===== config.mk =====
export PLATFORM = sky130hd
export DESIGN_NAME = sv39w_walk_ctl
export DESIGN_NICKNAME = d
export VERILOG_FILES = /design/src/sv/sv39w_pkg.sv /design/src/sv/sv39w_walk_ctl.sv
export SDC_FILE = /design/constraint.sdc
export NUM_CORES = 1
export LEC_CHECK = 0
export BUFFER_PORTS_ARGS = -buffer_cell sky130_fd_sc_hd__clkbuf_2
export CORE_UTILIZATION = 50
export DETAILED_ROUTE_END_ITERATION = 12
export PLACE_DENSITY_LB_ADDON = 0.08
export SYNTH_ARGS = -nofsm -noshare
export SYNTH_HDL_FRONTEND = slang
export SYNTH_SLANG_ARGS = --single-unit

===== constraint.sdc =====
create_clock -name clk -period 5.3 [get_ports clk]
set_input_delay 0.265 -clock clk [delete_from_list [all_inputs] [get_ports clk]]
set_output_delay 0.265 -clock clk [all_outputs]
set_load 0.01 [all_outputs]

===== src/sv/sv39w_pkg.sv =====
// Shared types and constants for the Sv39 page table walker.
package sv39w_pkg;

  localparam int unsigned DEF_TABLE_PAGES  = 16;
  localparam int unsigned ENTRIES_PER_PAGE = 512;
  localparam int unsigned VPN_W            = 9;
  localparam int unsigned PG_SHIFT         = 12;
  localparam int unsigned FLAG_W           = 10;
  localparam int unsigned PPN_W            = 44;
  localparam int unsigned ENTRY_W          = PPN_W + FLAG_W;
  localparam int unsigned VA_W             = 39;
  localparam int unsigned PA_W             = 56;
  localparam int unsigned PAGES_W          = 5;
  localparam int unsigned NODE_MODE_W      = 2;
  localparam int unsigned STATUS_W         = 3;
  localparam int unsigned CFG_IDX_W        = 1;

  localparam logic [PAGES_W-1:0] PAGES_RST = 5'd16;

  localparam logic [CFG_IDX_W-1:0] CFG_IDX_BASE  = 1'b0;
  localparam logic [CFG_IDX_W-1:0] CFG_IDX_PAGES = 1'b1;

  localparam logic [NODE_MODE_W-1:0] MODE_TRANSLATE = 2'd0;
  localparam logic [NODE_MODE_W-1:0] MODE_MAP       = 2'd1;
  localparam logic [NODE_MODE_W-1:0] MODE_UNMAP     = 2'd2;

  localparam logic [1:0] LVL_ROOT = 2'd2;
  localparam logic [1:0] LVL_MID  = 2'd1;
  localparam logic [1:0] LVL_LEAF = 2'd0;

  localparam logic [FLAG_W-1:0] PTE_V = 10'h001;

  typedef enum logic [STATUS_W-1:0] {
    ST_OK         = 3'd0,
    ST_NOT_MAPPED = 3'd1,
    ST_REMAP      = 3'd2,
    ST_NO_PAGE    = 3'd3,
    ST_OUTSIDE    = 3'd4
  } status_e;

  typedef struct packed {
    logic [PPN_W-1:0]   base;
    logic [PAGES_W-1:0] pages;
  } cfg_t;

  typedef struct packed {
    status_e           status;
    logic [PA_W-1:0]   phys_addr;
  } res_t;

endpackage


===== src/sv/sv39w_walk_ctl.sv =====
// Walk sequencer: store clearing, level walk, page allocation and leaf update.
module sv39w_walk_ctl #(
  parameter int unsigned TABLE_PAGES = sv39w_pkg::DEF_TABLE_PAGES,
  parameter int unsigned DEPTH       = TABLE_PAGES * sv39w_pkg::ENTRIES_PER_PAGE,
  parameter int unsigned AW          = $clog2(DEPTH)
) (
  input  logic                                 clk,
  input  logic                                 rst_n,
  input  sv39w_pkg::cfg_t                      cfg,
  input  logic                                 in_tvalid,
  output logic                                 in_tready,
  input  logic [sv39w_pkg::NODE_MODE_W-1:0]    in_mode,
  input  logic [sv39w_pkg::VA_W-1:0]           in_va,
  input  logic [sv39w_pkg::PPN_W-1:0]          in_ppn,
  input  logic [sv39w_pkg::FLAG_W-1:0]         in_perm,
  output logic                                 out_tvalid,
  input  logic                                 out_tready,
  output sv39w_pkg::res_t                      out_res,
  output logic                                 wr_en,
  output logic [AW-1:0]                        wr_addr,
  output logic [sv39w_pkg::ENTRY_W-1:0]        wr_data,
  output logic                                 rd_en,
  output logic [AW-1:0]                        rd_addr,
  input  logic [sv39w_pkg::ENTRY_W-1:0]        rd_data
);

  localparam int unsigned PW  = (TABLE_PAGES > 1) ? $clog2(TABLE_PAGES) : 1;
  localparam int unsigned NW  = $clog2(TABLE_PAGES + 1);
  localparam int unsigned CW  = (NW > sv39w_pkg::PAGES_W) ? NW : sv39w_pkg::PAGES_W;
  localparam int unsigned VW  = sv39w_pkg::VPN_W;
  localparam int unsigned FW  = sv39w_pkg::FLAG_W;
  localparam int unsigned PPW = sv39w_pkg::PPN_W;
  localparam logic [AW-1:0] LAST_ADDR = AW'(DEPTH - 1);
  localparam logic [VW-1:0] LAST_SLOT = VW'(sv39w_pkg::ENTRIES_PER_PAGE - 1);
  localparam logic [CW-1:0] PAGES_MAX = CW'(TABLE_PAGES);
  localparam logic [PPW-1:0] PAGES_PPN = PPW'(TABLE_PAGES);

  typedef enum logic [2:0] {
    S_CLEAR, S_IDLE, S_EVAL, S_ALLOC, S_ZERO, S_NEXT, S_LEAF, S_DONE
  } state_t;

  function automatic logic [VW-1:0] vpn_of(input logic [sv39w_pkg::VA_W-1:0] va,
                                           input logic [1:0] lvl);
    logic [VW-1:0] v;
    case (lvl)
      sv39w_pkg::LVL_ROOT: v = va[38:30];
      sv39w_pkg::LVL_MID:  v = va[29:21];
      default:             v = va[20:12];
    endcase
    return v;
  endfunction

  state_t                           state_r, state_nxt;
  logic [sv39w_pkg::NODE_MODE_W-1:0] mode_r, mode_nxt;
  logic [sv39w_pkg::VA_W-1:0]       va_r, va_nxt;
  logic [PPW-1:0]                   ppn_r, ppn_nxt;
  logic [FW-1:0]                    perm_r, perm_nxt;
  logic [1:0]                       lvl_r, lvl_nxt;
  logic [PW-1:0]                    page_r, page_nxt;
  logic [PW-1:0]                    newpage_r, newpage_nxt;
  logic [AW-1:0]                    slot_r, slot_nxt;
  logic [AW-1:0]                    cnt_r, cnt_nxt;
  logic [NW-1:0]                    nf_r, nf_nxt;
  logic [TABLE_PAGES-1:0]           dirty_r, dirty_nxt;
  sv39w_pkg::res_t                  res_r, res_nxt;
  logic                             out_valid_r, out_valid_nxt;
  sv39w_pkg::res_t                  out_res_r, out_res_nxt;

  logic [PPW-1:0] rel;
  logic [CW-1:0]  lim;
  logic [1:0]     lvl_dn;

  always_comb begin
    rel    = rd_data[sv39w_pkg::ENTRY_W-1:FW] - cfg.base;
    lim    = (CW'(cfg.pages) < PAGES_MAX) ? CW'(cfg.pages) : PAGES_MAX;
    lvl_dn = lvl_r - 2'd1;

    state_nxt     = state_r;
    mode_nxt      = mode_r;
    va_nxt        = va_r;
    ppn_nxt       = ppn_r;
    perm_nxt      = perm_r;
    lvl_nxt       = lvl_r;
    page_nxt      = page_r;
    newpage_nxt   = newpage_r;
    cnt_nxt       = cnt_r;
    nf_nxt        = nf_r;
    dirty_nxt     = dirty_r;
    res_nxt       = res_r;
    out_valid_nxt = out_valid_r && !out_tready;
    out_res_nxt   = out_res_r;
    in_tready     = 1'b0;
    wr_en         = 1'b0;
    wr_addr       = slot_r;
    wr_data       = '0;
    rd_en         = 1'b0;
    rd_addr       = slot_r;

    case (state_r)
      S_CLEAR: begin
        wr_en   = 1'b1;
        wr_addr = cnt_r;
        cnt_nxt = cnt_r + 1'b1;
        if (cnt_r == LAST_ADDR) begin
          state_nxt = S_IDLE;
        end
      end
      S_IDLE: begin
        in_tready = 1'b1;
        if (in_tvalid) begin
          mode_nxt          = in_mode;
          va_nxt            = in_va;
          ppn_nxt           = in_ppn;
          perm_nxt          = in_perm;
          res_nxt.phys_addr = '0;
          if (in_mode == sv39w_pkg::MODE_TRANSLATE || in_mode == sv39w_pkg::MODE_MAP ||
              in_mode == sv39w_pkg::MODE_UNMAP) begin
            rd_en     = 1'b1;
            rd_addr   = AW'({PW'(0), vpn_of(in_va, sv39w_pkg::LVL_ROOT)});
            page_nxt  = '0;
            lvl_nxt   = sv39w_pkg::LVL_ROOT;
            state_nxt = S_EVAL;
          end else begin
            res_nxt.status = sv39w_pkg::ST_NOT_MAPPED;
            state_nxt      = S_DONE;
          end
        end
      end
      S_EVAL: begin
        if (rd_data[0]) begin
          if (rel >= PAGES_PPN) begin
            res_nxt.status = sv39w_pkg::ST_OUTSIDE;
            state_nxt      = S_DONE;
          end else begin
            page_nxt  = rel[PW-1:0];
            lvl_nxt   = lvl_dn;
            rd_en     = 1'b1;
            rd_addr   = AW'({rel[PW-1:0], vpn_of(va_r, lvl_dn)});
            state_nxt = (lvl_dn == sv39w_pkg::LVL_LEAF) ? S_LEAF : S_EVAL;
          end
        end else if (mode_r != sv39w_pkg::MODE_MAP) begin
          res_nxt.status = sv39w_pkg::ST_NOT_MAPPED;
          state_nxt      = S_DONE;
        end else if (CW'(nf_r) >= lim) begin
          res_nxt.status = sv39w_pkg::ST_NO_PAGE;
          state_nxt      = S_DONE;
        end else begin
          newpage_nxt = PW'(nf_r);
          nf_nxt      = nf_r + 1'b1;
          state_nxt   = S_ALLOC;
        end
      end
      S_ALLOC: begin
        wr_en            = 1'b1;
        wr_data          = {cfg.base + PPW'(newpage_r), sv39w_pkg::PTE_V};
        dirty_nxt[page_r] = 1'b1;
        page_nxt         = newpage_r;
        lvl_nxt          = lvl_dn;
        cnt_nxt          = '0;
        state_nxt        = dirty_r[newpage_r] ? S_ZERO : S_NEXT;
      end
      S_ZERO: begin
        wr_en   = 1'b1;
        wr_addr = AW'({page_r, cnt_r[VW-1:0]});
        // the pointer into the new page may sit in that page itself
        if (wr_addr == slot_r) begin
          wr_data = {cfg.base + PPW'(newpage_r), sv39w_pkg::PTE_V};
        end
        cnt_nxt = cnt_r + 1'b1;
        if (cnt_r[VW-1:0] == LAST_SLOT) begin
          dirty_nxt[page_r] = 1'b0;
          state_nxt         = S_NEXT;
        end
      end
      S_NEXT: begin
        rd_en     = 1'b1;
        rd_addr   = AW'({page_r, vpn_of(va_r, lvl_r)});
        state_nxt = (lvl_r == sv39w_pkg::LVL_LEAF) ? S_LEAF : S_EVAL;
      end
      S_LEAF: begin
        state_nxt      = S_DONE;
        res_nxt.status = sv39w_pkg::ST_OK;
        case (mode_r)
          sv39w_pkg::MODE_TRANSLATE: begin
            res_nxt.phys_addr = {rd_data[sv39w_pkg::ENTRY_W-1:FW],
                                 sv39w_pkg::PG_SHIFT'(0)};
          end
          sv39w_pkg::MODE_MAP: begin
            if (rd_data[0]) begin
              res_nxt.status = sv39w_pkg::ST_REMAP;
            end else begin
              wr_en             = 1'b1;
              wr_data           = {ppn_r, perm_r | sv39w_pkg::PTE_V};
              dirty_nxt[page_r] = 1'b1;
            end
          end
          sv39w_pkg::MODE_UNMAP: begin
            if (!rd_data[0]) begin
              res_nxt.status = sv39w_pkg::ST_NOT_MAPPED;
            end else begin
              res_nxt.phys_addr = {rd_data[sv39w_pkg::ENTRY_W-1:FW],
                                   sv39w_pkg::PG_SHIFT'(0)};
              wr_en             = 1'b1;
              dirty_nxt[page_r] = 1'b1;
            end
          end
          default: res_nxt.status = sv39w_pkg::ST_NOT_MAPPED;
        endcase
      end
      S_DONE: begin
        if (!out_valid_r || out_tready) begin
          out_valid_nxt = 1'b1;
          out_res_nxt   = res_r;
          state_nxt     = S_IDLE;
        end
      end
      default: state_nxt = S_IDLE;
    endcase

    slot_nxt = rd_en ? rd_addr : slot_r;
  end

  always_ff @(posedge clk) begin
    mode_r    <= mode_nxt;
    va_r      <= va_nxt;
    ppn_r     <= ppn_nxt;
    perm_r    <= perm_nxt;
    lvl_r     <= lvl_nxt;
    page_r    <= page_nxt;
    newpage_r <= newpage_nxt;
    slot_r    <= slot_nxt;
    res_r     <= res_nxt;
    out_res_r <= out_res_nxt;
    if (!rst_n) begin
      state_r     <= S_CLEAR;
      cnt_r       <= '0;
      nf_r        <= NW'(1);
      dirty_r     <= '0;
      out_valid_r <= 1'b0;
    end else begin
      state_r     <= state_nxt;
      cnt_r       <= cnt_nxt;
      nf_r        <= nf_nxt;
      dirty_r     <= dirty_nxt;
      out_valid_r <= out_valid_nxt;
    end
  end

  assign out_tvalid = out_valid_r;
  assign out_res    = out_res_r;

  // no request taken until the reset clear has swept the whole store
  a_no_accept_in_clear: assert property (@(posedge clk) disable iff (!rst_n)
    (state_r == S_CLEAR) |-> !in_tready)
    else $error("request accepted during store clear");

  a_alloc_bound: assert property (@(posedge clk) disable iff (!rst_n)
    (CW'(nf_r) <= PAGES_MAX) && (nf_r != '0))
    else $error("allocator out of range");

  a_alloc_step: assert property (@(posedge clk) disable iff (!rst_n)
    (state_r == S_EVAL && state_nxt == S_ALLOC) |=> (nf_r == $past(nf_r) + 1'b1))
    else $error("allocator did not advance by one page");

  a_idle_quiet: assert property (@(posedge clk) disable iff (!rst_n)
    (state_r == S_IDLE || state_r == S_DONE) |-> !wr_en)
    else $error("store written outside a walk");

  a_result_held: assert property (@(posedge clk) disable iff (!rst_n)
    (state_r == S_DONE && out_valid_r && !out_tready) |=> (state_r == S_DONE))
    else $error("result dropped while output stalled");

endmodule


# [Word-level counts from Yosys, hierarchy flattened]
# Cells that the tools add are included.
# W data, S select, Z words.
[totals] register_bits=274 input_bits=202 out_inout_bits=143 word_cells=165
[op_classes] n_addsub=5 order_cmp=6 n_eq_ne=33 n_mux=71 bitwise=6 reduce_logical=27
[op_table] operator="$pmux W56 S2" n=2
[op_table] operator="$mux W54" n=3
[op_table] operator="$pmux W54 S3" n=1
[op_table] operator="$mux W59" n=1
[op_table] operator="$mux W56" n=1
[op_table] operator="$mux W13" n=4
[op_table] operator="$pmux W13 S2" n=2
[op_table] operator="$mux W16" n=3
[op_table] operator="$mux W3" n=16
[op_table] operator="$pmux W16 S3" n=1
[op_table] operator="$add A44 B4 Y44" n=1
[op_table] operator="$ge A44 B5 Y1 const B" n=1
[op_table] operator="$sub A44 B44 Y44" n=1
[op_table] operator="$pmux W13 S3" n=1
[op_table] operator="$pmux W9 S2" n=2
[op_table] operator="$pmux W16 S2" n=1
[op_table] operator="$pmux W3 S8" n=1
[op_table] operator="$and A16 B16 Y16" n=1
[op_table] operator="$mux W4" n=4
[op_table] operator="$ne A2 B2 Y1 const B" n=8
[op_table] operator="$not A16 Y16" n=1
[op_table] operator="$or A16 B16 Y16" n=1
[op_table] operator="$reduce_and A5 Y1" n=3
[op_table] operator="$add A13 B1 Y13 const B" n=1
[op_table] operator="40 further kinds" n=87

# [Longest topological paths before layout]
[logic_depth] word_depth=8 ltp_mapped=15

# [Least setup slack after synthesis]
# OpenSTA, ideal clock, no wires.
[synth_path] path_kind="register -> register" startpoint="register state_r[1]" endpoint="register res_r[12] (netlist name), enable pin" arrival_ps=4565 t_required_ps=4789 slack_ps=224 stages_incl_launch_ff=6 n_path_buf=2 cell_sequence="dfxtp_1 -> clkbuf_1 -> nor2b_1 -> clkbuf_1 -> nand2_1 -> o31ai_1"
[synth_via] elab_chain_len=3
[synth_rtl] element="start, declared" line="sv39w_walk_ctl.sv:53" rtl="state_t state_r, state_nxt;"
[synth_rtl] element="start signal, assigned" line="sv39w_walk_ctl.sv:241" rtl="state_r <= state_nxt;"
[synth_rtl] element="$eq A3 B3 Y1 / $eq A3 B1 Y1 (equally long branches)" line="sv39w_walk_ctl.sv:99" rtl="case (state_r)"
[synth_rtl] element="$ne A3 B1 Y1 (no source line) (tied with other cells)"
[synth_rtl] element="$reduce_and A4 Y1 (no source line) (*)"
[synth_rtl] element="end signal, assigned" line="sv39w_walk_ctl.sv:232" rtl="res_r <= res_nxt;"
[synth_rtl] element="end, declared" line="sv39w_walk_ctl.sv:65" rtl="sv39w_pkg::res_t res_r, res_nxt;"
# Every way passes the cells marked *; elsewhere a longest branch is shown, timed or not.
# A chain may end at the register's enable or synchronous reset.

# [Worst setup path in the final report]
[layout_path] startpoint="input port rd_data[10] (netlist name)" endpoint="output port rd_addr[10]"
[layout_via] elab_chain_len=5
[layout_rtl] element="start, declared" line="sv39w_walk_ctl.sv:24" rtl="input logic [sv39w_pkg::ENTRY_W-1:0] rd_data"
[layout_rtl] element="$sub A44 B44 Y44 (*)" line="sv39w_walk_ctl.sv:74" rtl="rel = rd_data[sv39w_pkg::ENTRY_W-1:FW] - cfg.base;"
[layout_rtl] element="$ge A44 B5 Y1" line="sv39w_walk_ctl.sv:131" rtl="if (rel >= PAGES_PPN) begin"
[layout_rtl] element="$mux W13 (*)" line="sv39w_walk_ctl.sv:131"
[layout_rtl] element="$mux W13 (*)" line="sv39w_walk_ctl.sv:130" rtl="if (rd_data[0]) begin"
[layout_rtl] element="$pmux W13 S3 (*)" line="sv39w_walk_ctl.sv:99"
[layout_rtl] element="end, declared" line="sv39w_walk_ctl.sv:23" rtl="output logic [AW-1:0] rd_addr,"
# Marks and branches as above.

==> out/summary.md <==
The count of inserted antenna diode cells is 0, and the cell leakage power is 7.42 nW. Sort of element at the end of the critical path: an output port. Fill cells in the final layout number 2422. The max-slew violation total from the final report came out at 0.

The longest clock path from root to sink contains 3 buffers. Timing would allow up to 204 MHz. The worst register-to-register path has a depth of 5.

Summing all placed instances gives a cell area of 16700 sq um. Startpoint-to-endpoint class of the critical path: in -> out. During I/O placement, the number of pins put on the boundary was 345. Worst min-delay path category: in -> reg. The cell type with the largest total area after synthesis was edfxtp_1.

For this run, the number of Yosys warnings is 0. Sorting the synthesized cells by area gives the leading types as edfxtp_1, nand2_1, dfxtp_1, ha_1, xnor2_1. For this run, the leading register cell type out of synthesis is edfxtp_1. The tools report the final number of hold-violating endpoints as 0.

In the global route stage, overall resource usage came out at 29.1%. The sum of routed wire length over all layers is 45500 microns, and the fraction of final layout cells sized beyond drive strength 1 is 21.6%. The logs give 1584 for the cell count after synthesis and 6.61 mW for the post-layout total power. After synthesis, flip-flops and latches occupy 45.3% of the total area. The logs give 0 for the initial antenna violation count and 237 for the clock sink total. Measured along the x axis, the die boundary spans 175 microns. The worst setup path is launched from an input port. The tools report the deepest level of the CTS H-tree as 1.

The cell count after placement was 2214; the number of maximum-capacitance constraint violations was 0. The final critical delay including setup and external delays is 4.91 ns, and the count of placed standard cells in the final layout, fillers left out is 2344. The hold path startpoint was out_tready. Relative to the synthesized area, the layout overhead comes to 24.3%. The clock insertion delay at the later pin of the skew report is 0.53 ns. The placer congestion estimate is 0.885. Following the worst setup path forward leads to its endpoint at rd_addr[10].

In this run, synthesis inferred 199 flip-flops with an integrated enable. The detail route stage leaves a number of antenna-violating nets equal to 0. The number of global-route vias before repair is 13.1k, and the signal arrival time at the worst endpoint is 4.65 ns.

The worst register-to-register path ends at slot_r[6]. Using the TritonRoute via totals, the vias-per-cell ratio works out to 5.82. After clock tree synthesis, the clock-pin slew on the worst setup and hold paths is 0.06 ns.

Entering global routing, the biggest net connects 59 pins. The floorplan step set the die height to 175 microns. The global-route wire length before repair is 70200 microns. The mean routed wirelength per cell was 19.4 microns; the count of unique library cells instantiated by Yosys was 92. In the finished design, the share of the clock period the worst path needs comes to 92.7%.

The portion of synthesized cell area occupied by the leading cell type was 40.1%; the minimum setup slack among reg-to-reg paths was 1.86 ns. The final route contains 13.6k vias. For the final total negative setup slack, the log shows 0 ns. The core region is 29000 sq um. Input and output buffers added on the ports amount to 310. Once the floorplan was initialized, standard cells occupied 51.3% of the core. The tools report the root buffer cell as clkbuf_16. Setup repair after global routing left no endpoint under its margin. Detailed placement ended at an HPWL of 33100 microns. The flow ran to the end, and the final reports show no timing, DRC or antenna violations. In the final design database the tool counted 2204 nets.

The top cell types in the final layout, fill and taps aside, are clkbuf_2, nand2_1, edfxtp_1, nor2_1, o21ai_0. The worst pin sits at a relative slew slack of 25.2%. The number of buffers inserted during clock tree synthesis is 26, and the final number of setup-violating endpoints is 0. For this run the aggregate overflow at the end of global routing stands at 0. The overall die area was 30500 sq um.

The number of placement rows came out at 62. The most common cell after layout, fill and taps aside was clkbuf_2. The first detailed-routing pass ran for 8 iterations.

The logs give 5.04 ns for the required time of the worst setup path and 14900 sq um for the post-synthesis instance area. TritonCTS built the clock tree. Critical-path maximum fanout: 19.

Counting flops and latches in the post-synthesis netlist gives 237. The finished cells cover 18500 sq um. The slew at the pin with the worst max-slew slack was 1.12 ns. Tracing the worst setup path back leads to its startpoint at rd_data[10]. After detailed routing, the number of remaining DRC violations is 0. The first routing iteration left 1290 violations. Between clock sinks in the finished design, the worst skew comes to 0.00917 ns. In the synthesized netlist the async set-or-reset flop fraction comes to 0%.

Averaged over all synthesized cells, the footprint is 9.40 sq um. The worst-case IR drop observed on VDD is 0.326 mV. The areal power density over the cells works out to 357 nW/um^2. The beginning of the worst register-to-register path is state_r[1].
[critical path, cell delays in order]
cell and delay (ns):
clkbuf_2 0.08, inv_1 0.05, ha_1 0.22, fa_1 0.40, nand2b_1 0.19, a211o_1 0.35, a211oi_2 0.44, o21ai_1 0.18
a21oi_1 0.20, o221ai_1 0.17, a2111oi_2 0.40, o2111ai_2 0.43, buf_4 0.36, o41a_1 0.38, nor3_1 0.33, clkbuf_2 0.20
[worst min path at each step]
stage	to	slack, ns	cells past startpoint
detailed placement	out_res[17]	0.40	0
global placement	out_res[58]	0.40	0
floorplan	nf_r[0]	0.33	1
CTS	mode_r[0]	0.006	1
finish	out_tvalid	0.01	3
global route	mode_r[0]	0.01	1
[layout make-up]
class                   count  area (sq um)  area share [%]
clock buffers              28           679            3.67
clock inverters            20           268            1.45
inverters                  64           241            1.31
multi-input cells        1196          7550            40.8
flip-flops and latches    237          6740            36.4
well taps                 384           480            2.60
repair buffers            415          2540            13.8
[where the power goes]
| part | internal (mW) | leakage [nW] | total [mW] | switching (mW) |
|---|---|---|---|---|
| clock network | 1.26 | 0.470 | 1.99 | 0.736 |
| logic | 0.763 | 4.86 | 2.13 | 1.36 |
| registers | 2.33 | 2.09 | 2.48 | 0.158 |
| total | 4.35 | 7.42 | 6.61 | 2.26 |
[metrics by stage]
step / util, % / worst slack [ns] / hold slack [ns]
6_report: 63.8 / 0.390 / 0.0101
5_1_grt: 63.8 / 0.122 / 0.0112
4_1_cts: 63.8 / 0.419 / 0.00607
3_5_place_dp: 57.7 / 0.451 / 0.405
3_3_place_gp: 57.7 / 0.474 / 0.401
2_1_floorplan: - / 0.224 / 0.327
[cells by family after synthesis]
family / Yosys count / synth area share (%)
compound gates: 386 / 17.8
xor+xnor: 74 / 4.35
fa+ha+maj: 62 / 5.31
buf+inv: 162 / 4.71
flops: 237 / 45.3
mux: 20 / 1.70
other cells: 1 / 0.0252
simple gates: 642 / 20.9
[sequential cells by signal, indices dropped and copies added (netlist names), named ones only]
signal and cells:
page_r 4, perm_r 9, out_tvalid 1, cnt_r 13
ppn_r 44, va_r 27, mode_r 2, out_res 47
nf_r 5, lvl_r 2, state_r 3, newpage_r 4
slot_r 13, res_r 47
[synth_stat cells (all sizes together) (13+ instances only)]
library cell  number
nand3             62
ha                60
edfxtp           199
a22oi             19
xnor2             62
nor2             133
buf               37
and2              17
mux2i             14
o21ai            104
o22ai             13
nor2b             13
a31oi             16
o21a              17
clkbuf            61
nor3              31
nor4              17
nand4             28
a21o              13
nand2            216
a21oi             98
and3              63
inv               63
dfxtp             38
[repair_timing]
item,CTS,global route
hold buffers,82,0
setup buffers,0,0
endpoints found under the hold margin,82,0
resized for setup,0,0
[per-layer routing]
metal / share of wire, % / track usage, % / vias to the layer above
met5: 0 / 0 / -
met4: 2.3 / 7.86 / 0
li1: - / - / 6557
met2: 45 / 46.2 / 614
met3: 8.8 / 5.71 / 63
met1: 44 / 40.5 / 6408
Power figures use the tool's default switching activity.
